<file path="src/hdl/obm_pkg.sv">
package obm_pkg;

  localparam int unsigned DepthDefault = 64;
  localparam int unsigned IdW    = 7;
  localparam int unsigned TloW   = 64;
  localparam int unsigned ThiW   = 56;
  localparam int unsigned AmtW   = 31;
  localparam int unsigned PriceW = 32;
  localparam int unsigned OidW   = 16;
  localparam int unsigned StW    = 2;
  localparam int unsigned TickChars = 15;

  localparam logic [StW-1:0] StOk   = 2'd0;
  localparam logic [StW-1:0] StFull = 2'd1;
  localparam logic [StW-1:0] StNoId = 2'd2;

  typedef enum logic [1:0] {
    OP_ADD  = 2'd0,
    OP_DEL  = 2'd1,
    OP_CLR  = 2'd2,
    OP_NONE = 2'd3
  } op_e;

  typedef enum logic [1:0] {
    SCAN_MATCH,
    SCAN_DEL,
    SCAN_CLR
  } scan_kind_e;

  typedef enum logic [3:0] {
    S_IDLE,
    S_DISPATCH,
    S_SCAN_M,
    S_FILL,
    S_STORE,
    S_SCAN_D,
    S_MOVE_RD,
    S_MOVE_WR,
    S_CLR_SCAN,
    S_CLR_NEXT,
    S_CLR_WAIT,
    S_RESP
  } state_e;

  typedef struct packed {
    logic             load_in;
    logic             scan_clear;
    logic             scan_run;
    scan_kind_e       scan_kind;
    logic             fill;
    logic             store;
    logic             move_rd;
    logic             move_wr;
    logic             clr_step;
    logic             res_load;
    logic [StW-1:0]   res_status;
  } cmd_t;

  typedef struct packed {
    op_e  op;
    logic match_en;
    logic left_zero;
    logic full;
    logic count_zero;
    logic scan_done;
    logic best_v;
    logic found;
    logic fill_last;
    logic clr_done;
  } stat_t;

  // equal, or the same letter b..y in the other case
  function automatic logic chars_match(input logic [7:0] a, input logic [7:0] b);
    logic a_lo, a_up, b_lo, b_up;
    a_lo = (a > 8'h61) && (a < 8'h7a);
    a_up = (a > 8'h41) && (a < 8'h5a);
    b_lo = (b > 8'h61) && (b < 8'h7a);
    b_up = (b > 8'h41) && (b < 8'h5a);
    return (a == b) || (a_lo && b_up && (a == b + 8'd32)) ||
           (a_up && b_lo && (a + 8'd32 == b));
  endfunction

  function automatic logic ticker_match(input logic [TloW-1:0] alo, input logic [ThiW-1:0] ahi,
                                        input logic [TloW-1:0] blo, input logic [ThiW-1:0] bhi);
    logic [TickChars*8-1:0] a, b;
    logic ok;
    a  = {ahi, alo};
    b  = {bhi, blo};
    ok = 1'b1;
    for (int j = 0; j < TickChars; j++) begin
      ok = ok & chars_match(a[j*8 +: 8], b[j*8 +: 8]);
    end
    return ok;
  endfunction

endpackage

</file>
<file path="src/hdl/obm_ctrl.sv">
module obm_ctrl
  import obm_pkg::*;
(
  input  logic  clk_i,
  input  logic  rst_ni,
  input  logic  in_valid_i,
  output logic  in_ready_o,
  output logic  out_valid_o,
  input  logic  out_ready_i,
  input  stat_t stat_i,
  output cmd_t  cmd_o
);

  state_e         state_q, state_d;
  logic [StW-1:0] st_q, st_d;
  logic           ov_q, ov_d;

  always_ff @(posedge clk_i or negedge rst_ni) begin
    if (!rst_ni) begin
      state_q <= S_IDLE;
      st_q    <= StOk;
      ov_q    <= 1'b0;
    end else begin
      state_q <= state_d;
      st_q    <= st_d;
      ov_q    <= ov_d;
    end
  end

  always_comb begin
    state_d = state_q;
    unique case (state_q)
      S_IDLE:     if (in_valid_i) state_d = S_DISPATCH;
      S_DISPATCH: begin
        unique case (stat_i.op)
          OP_ADD: begin
            if (stat_i.full) state_d = S_RESP;
            else if (stat_i.match_en && !stat_i.left_zero && !stat_i.count_zero)
              state_d = S_SCAN_M;
            else state_d = S_STORE;
          end
          OP_DEL:  state_d = S_SCAN_D;
          OP_CLR:  state_d = S_CLR_SCAN;
          default: state_d = S_RESP;
        endcase
      end
      S_SCAN_M:   if (stat_i.scan_done) state_d = stat_i.best_v ? S_FILL : S_STORE;
      S_FILL:     state_d = stat_i.fill_last ? S_STORE : S_SCAN_M;
      S_STORE:    state_d = S_RESP;
      S_SCAN_D: begin
        if (stat_i.scan_done) begin
          if (stat_i.found) state_d = S_MOVE_RD;
          else if (stat_i.op == OP_CLR) state_d = S_CLR_NEXT;
          else state_d = S_RESP;
        end
      end
      S_MOVE_RD:  state_d = S_MOVE_WR;
      S_MOVE_WR:  state_d = (stat_i.op == OP_CLR) ? S_CLR_NEXT : S_RESP;
      S_CLR_SCAN: if (stat_i.scan_done) state_d = S_CLR_NEXT;
      S_CLR_NEXT: state_d = stat_i.clr_done ? S_RESP : S_CLR_WAIT;
      S_CLR_WAIT: state_d = S_SCAN_D;
      S_RESP:     if (!ov_q || out_ready_i) state_d = S_IDLE;
      default:    state_d = S_IDLE;
    endcase
  end

  always_comb begin
    cmd_o            = '0;
    cmd_o.scan_kind  = SCAN_MATCH;
    cmd_o.res_status = st_q;
    st_d             = st_q;
    ov_d             = ov_q && !out_ready_i;
    in_ready_o       = (state_q == S_IDLE);
    out_valid_o      = ov_q;
    unique case (state_q)
      S_IDLE: begin
        cmd_o.load_in = in_valid_i;
        if (in_valid_i) st_d = StOk;
      end
      S_DISPATCH: begin
        cmd_o.scan_clear = 1'b1;
        if (stat_i.op == OP_ADD && stat_i.full) st_d = StFull;
      end
      S_SCAN_M: begin
        cmd_o.scan_run  = 1'b1;
        cmd_o.scan_kind = SCAN_MATCH;
      end
      S_FILL: begin
        cmd_o.fill       = 1'b1;
        cmd_o.scan_clear = 1'b1;
      end
      S_STORE:    cmd_o.store = 1'b1;
      S_SCAN_D: begin
        cmd_o.scan_run  = 1'b1;
        cmd_o.scan_kind = SCAN_DEL;
        if (stat_i.scan_done && !stat_i.found && stat_i.op == OP_DEL) st_d = StNoId;
      end
      S_MOVE_RD:  cmd_o.move_rd = 1'b1;
      S_MOVE_WR:  cmd_o.move_wr = 1'b1;
      S_CLR_SCAN: begin
        cmd_o.scan_run  = 1'b1;
        cmd_o.scan_kind = SCAN_CLR;
      end
      S_CLR_NEXT: ;
      S_CLR_WAIT: begin
        cmd_o.clr_step   = 1'b1;
        cmd_o.scan_clear = 1'b1;
      end
      S_RESP: begin
        if (!ov_q || out_ready_i) begin
          cmd_o.res_load = 1'b1;
          ov_d           = 1'b1;
        end
      end
      default: ;
    endcase
  end

endmodule

</file>
<file path="config.mk">
export PLATFORM = sky130hd
export DESIGN_NAME = obm_ctrl
export DESIGN_NICKNAME = d
export VERILOG_FILES = /design/src/hdl/obm_pkg.sv /design/src/hdl/obm_ctrl.sv
export SDC_FILE = /design/constraint.sdc
export NUM_CORES = 1
export LEC_CHECK = 0
export BUFFER_PORTS_ARGS = -buffer_cell sky130_fd_sc_hd__buf_4
export CORE_MARGIN = 4
export CORE_UTILIZATION = 43
export DETAILED_ROUTE_END_ITERATION = 10
export GPL_TIMING_DRIVEN = 1
export PLACE_DENSITY = 0.72
export SLEW_MARGIN = 20
export SYNTH_ARGS = -nofsm -noshare
export SYNTH_HDL_FRONTEND = slang
export SYNTH_SLANG_ARGS = --single-unit
</file>
<file path="constraint.sdc">
create_clock -name clk_i -period 1.8 [get_ports clk_i]
set_clock_uncertainty 0.1 [all_clocks]
set_input_delay 0.09 -clock clk_i [delete_from_list [all_inputs] [get_ports clk_i]]
set_output_delay 0.09 -clock clk_i [all_outputs]
set_load 0.02 [all_outputs]
</file>
Yosys cells after proc, flatten, opt, wreduce, memory -nomap -nowiden
Cells that the tools add are included.
{"block": "classes", "eq_ne": 20, "n_mux": 30, "n_reduce_logical": 18}
{"op": "one-hot mux 4 bit (12 select lines)", "count": 1}
{"op": "two-way mux 4 bit", "count": 7}
{"op": "== test 4 x 3 -> 1 bit, second input constant", "count": 4}
{"op": "== test 4 bit, second input constant", "count": 4}
{"op": "!= test 2 bit, second input constant", "count": 7}
{"op": "two-way mux 1 bit", "count": 12}
{"op": "one-hot mux 4 bit (3 select lines)", "count": 1}
{"op": "two-way mux 3 bit", "count": 3}
{"op": "one-hot mux 3 bit (3 select lines)", "count": 1}
{"op": "== test 4 x 2 -> 1 bit, second input constant", "count": 2}
{"op": "two-way mux 2 bit", "count": 4}
{"op": "logical AND 1 bit", "count": 6}
{"op": "one-hot mux 2 bit (3 select lines)", "count": 1}
{"op": "zero test 1 bit", "count": 5}
{"op": "AND reduction 5 bit", "count": 1}
{"op": "== test 4 x 1 -> 1 bit, second input constant", "count": 1}
{"op": "zero test 4 bit", "count": 1}
{"op": "AND reduction 4 bit", "count": 1}
{"op": "nonzero test 3 bit", "count": 1}
{"op": "OR reduction 3 bit", "count": 1}
{"op": "== test 2 x 1 -> 1 bit, second input constant", "count": 1}
{"op": "== test 2 bit, second input constant", "count": 1}
{"op": "zero test 2 bit", "count": 1}
{"op": "logical OR 1 bit", "count": 1}
{"block": "word_totals", "regBits": 7, "input_bits": 15, "output_inout_bits": 15, "word_cells": 71}

Depth between registers and ports, before layout
{"block": "depth", "ltp_word": 7, "depth_mapped": 7, "ltp_nobuf": 7}

Worst setup path after synthesis
OpenSTA, ideal clock, no wires.
{"block": "synth_path", "kind": "register to register", "from": "register state_q[1]", "to": "register state_q[0]", "setup_ns": 0.125, "arrival_ns": 1.750, "t_required_ns": 1.575, "slack_ns": -0.175, "stages_incl_launch_ff": 6, "path_buffers": 1, "synth_period_minus_slack_ns": 1.975, "cell_sequence": "dfrtp_1 > buf_2 > nor4b_2 > a211oi_1 > o221a_4 > mux2_4"}
{"block": "synth_via", "elab_chain_cells": 3, "elab_cells_between_ends": 19, "classes_between": "16 x eq/ne; 1 x mux; 2 x reduce/logical"}
{"element": "start, declared", "line": "obm_ctrl.sv:14", "text": "state_e state_q, state_d;"}
{"element": "start signal, assigned", "line": "obm_ctrl.sv:24", "text": "state_q <= state_d;"}
{"element": "== test 4 bit, or another cell as far along", "line": "obm_ctrl.sv:32", "text": "unique case (state_q)"}
{"element": "!= test 2 bit (no source line)"}
{"element": "AND reduction 5 bit (no source line)"}
Parallel ways exist; a longest one is shown, timed or not.
A chain may end at the register's enable or synchronous reset.

Worst setup path in the final report
{"block": "layout_path", "from": "register state_q[0]", "to": "register state_q[1]"}
Same word-level chain as after synthesis.

==> results.py <==
metrics = {
    "setup_path": {
        "critPathTopFamily": "flip-flops",
        "slowest_stage": "dfrtp_2",
        "arrival_ps": 1780,
        "critPathMaxStageDelay_ps": 470,
        "cp_max_fo": 10,
        "crit_chain": "buf_4 -> nor2b_1 -> o22ai_1 -> a32oi_1 -> o221ai_1 -> mux2_4",
        "reg2reg_slack_ps": 50,
        "endpoint_kind": "flip-flop",
        "crit_type": "reg -> reg",
        "worstSetupStartpointType": "flip-flop",
        "timing.critical_path.buf_inv": 1,
        "crit_required_ps": 1830,
    },
    "detailed_routing": {
        "remaining_drc_errors": 0,
        "vias": 991,
        "drtIter0Drc": 30,
        "wl_per_cell_um": 14.3,
        "viasPerCell": 5.54,
        "wl_um": 2550,
        "first_pass_iters": 4,
        "antenna_left": 0,
    },
    "cts": {
        "cts.sinks": 7,
        "numCtsBuffers": 3,
        "cts.path.max_buffers": 2,
        "cts_tree": "yes",
        "cts.clk_slew.worst_paths_ps": 60,
        "clock_latency_ps": 250,
        "cts.htree.levels": 1,
        "cts_root_buf": "clkbuf_4",
    },
    "placement": {
        "globalplace.congestion": 0.906,
        "dp_slack_ps": -38.6,
        "post-dp-hpwl_um": 2040,
        "port_buffers": 29,
        "place_area_um2": 1180,
    },
    "floorplanning": {
        "ios": 30,
        "fp.dieH_um": 51.1,
        "die_area_um2": 2610,
        "initial_core_util_pct": 45.7,
        "coreArea_um2": 1750,
        "die_x_um": 51.1,
        "fp-row-count": 15,
    },
    "timing": {
        "relSlewSlack_pct": 76.1,
        "slew_violations": 0,
        "period_share_pct": 97.1,
        "layout_setup_ws_ps": 51.9,
        "setup_viol": 0,
        "rsz0062_at_grt": "true",
        "fmax_ghz": 0.572,
        "finalHoldViolCount": 0,
        "final.setup.tns_ps": 0,
        "min_period_ps": 1750,
        "tightest_slew_ps": 352,
    },
    "power_and_ir_drop": {
        "p_total_uw": 2000,
        "vdd_ir_drop_max_v": 0.000901,
        "p_leak_uw": 0.000593,
        "powerDensity_nw_per_um2": 1620,
    },
    "final_layout": {
        "final_cell_mix": "buf_4, nor2_1, a21oi_1",
        "syn2layout_area_growth_pct": 54.4,
        "final_common_cell": "buf_4",
        "final_core_util_pct": 70.6,
        "drive_gt1_share_pct": 42.2,
        "final_net_count": 174,
        "diodes": 0,
        "regArea_um2": 180,
        "multiInputGateArea_um2": 591,
        "design_area_um2": 1230,
        "num-fill-cells": 146,
    },
    "global_route": {
        "grt_max_degree": 12,
        "grt_pass1_vias": 968,
        "grt_pass1_wl_um": 4210,
        "globalRouteOverflowTotal": 0,
        "antenna_found_initial": 0,
        "grt_usage_pct": 20.8,
    },
    "synthesis": {
        "syn_area_um2": 798,
        "ys_ff_latch": 7,
        "ys_seq_area_share_pct": 21.9,
        "yosysWarningCount": 0,
        "synth_edf_count": 0,
        "syn_nets": 126,
        "ys_async_sr_fraction_pct": 100,
        "ys.flop_type": "dfrtp_1",
        "avgSynthCellArea_um2": 7.46,
        "synth.distinct_cells": 34,
        "synthCells": 107,
    },
    "job": {
        "maxCapViolCount": 0,
    },
    "outcome": {
        "status": "finished clean",
    },
    "min_path": {
        "hold_path_class": "in -> reg",
    },
}
-- state kept, by name, summed over array words and instances (netlist names) --
| name | flops |
|---|---|
| st_q | 2 |
| out_valid_o | 1 |
| state_q | 4 |
-- final cells by class --
| class | instances | share of cell area (%) |
|---|---|---|
| flip-flops and latches | 7 | 14.6 |
| multi-input cells | 86 | 47.9 |
| well taps | 25 | 2.54 |
| inverters | 8 | 2.44 |
| clock buffers | 4 | 2.13 |
| repair buffers | 49 | 30.4 |
-- routing by layer --
metal / share of wire (%) / global-route usage, % / up-vias / wire, µm
met5: 0 / 0 / - / 0
met4: 1.0 / 9.87 / 0 / 26
met1: 42 / 25.2 / 454 / 1060
met2: 50 / 35.4 / 50 / 1270
li1: - / - / 483 / -
met3: 7.6 / 3.21 / 4 / 193
-- metrics by stage --
stage / hold slack, ps / cells
after global placement: -196 / 174
after CTS: 70.0 / 179
after detailed placement: -192 / 174
after floorplan: -306 / 107
final: 75.9 / 179
after global routing: 75.3 / 179
-- cells in the mapped netlist, types with 2 or more instances --
cell type | count | share of area, %
nand2b_1 | 5 | 3.9
a211oi_1 | 2 | 1.9
o21ai_0 | 9 | 5.6
nand3_1 | 3 | 1.9
a21o_1 | 2 | 1.9
ha_1 | 4 | 6.3
and2_1 | 2 | 1.6
dfrtp_1 | 7 | 22
nor3_1 | 7 | 4.4
a31oi_1 | 2 | 1.6
nor2_1 | 11 | 5.2
nor2b_1 | 6 | 4.7
mux2_4 | 2 | 3.8
inv_1 | 7 | 3.3
a21oi_1 | 10 | 6.3
nand2_1 | 7 | 3.3
buf_2 | 4 | 2.5
-- repair_timing --
action                                  in CTS  in global routing
resized for setup                            2                  5
pin swaps                                    0                  1
hold buffers                                 1                  0
setup buffers                                0                  0
endpoints found under the hold margin        7                  0
endpoints found under the setup margin       3                  6
-- logic make-up (layout without fill, tap and decap cells) --
group | after synthesis | after routing | share of synthesized area, %
mux | 2 | 2 | 3.76
fa+ha+maj | 4 | 4 | 6.27
buf+inv | 14 | 61 | 7.68
compound gates | 33 | 33 | 27.3
simple gates | 46 | 46 | 32.0
xor+xnor | 1 | 1 | 1.10
flops | 7 | 7 | 21.9
-- where the power goes --
group / switching (µW) / total (µW) / internal (µW)
Combinational: 767 / 1520 / 755
Clock: 59.1 / 144 / 84.7
Sequential: 104 / 331 / 227
Total: 930 / 2000 / 1070
-- final timing paths --
| path | from | endpoint | cells past startpoint |
|---|---|---|---|
| worst min-delay path | stat_i[6] | st_q[0] | 3 |
| worst max-delay path | state_q[0] | state_q[1] | 6 |
| max in group asynchronous | rst_ni | state_q[1] | 2 |
| worst max register to register | state_q[0] | state_q[1] | 6 |
| worst min register to register | st_q[1] | st_q[1] | 1 |
| min in group asynchronous | rst_ni | st_q[1] | 2 |
-- tightest hold or removal path: stages --
cell and delay (ps):
buf_4 100, a31oi_1 60, a21oi_1 120
Note: power is estimated with default switching activity, not from simulation.
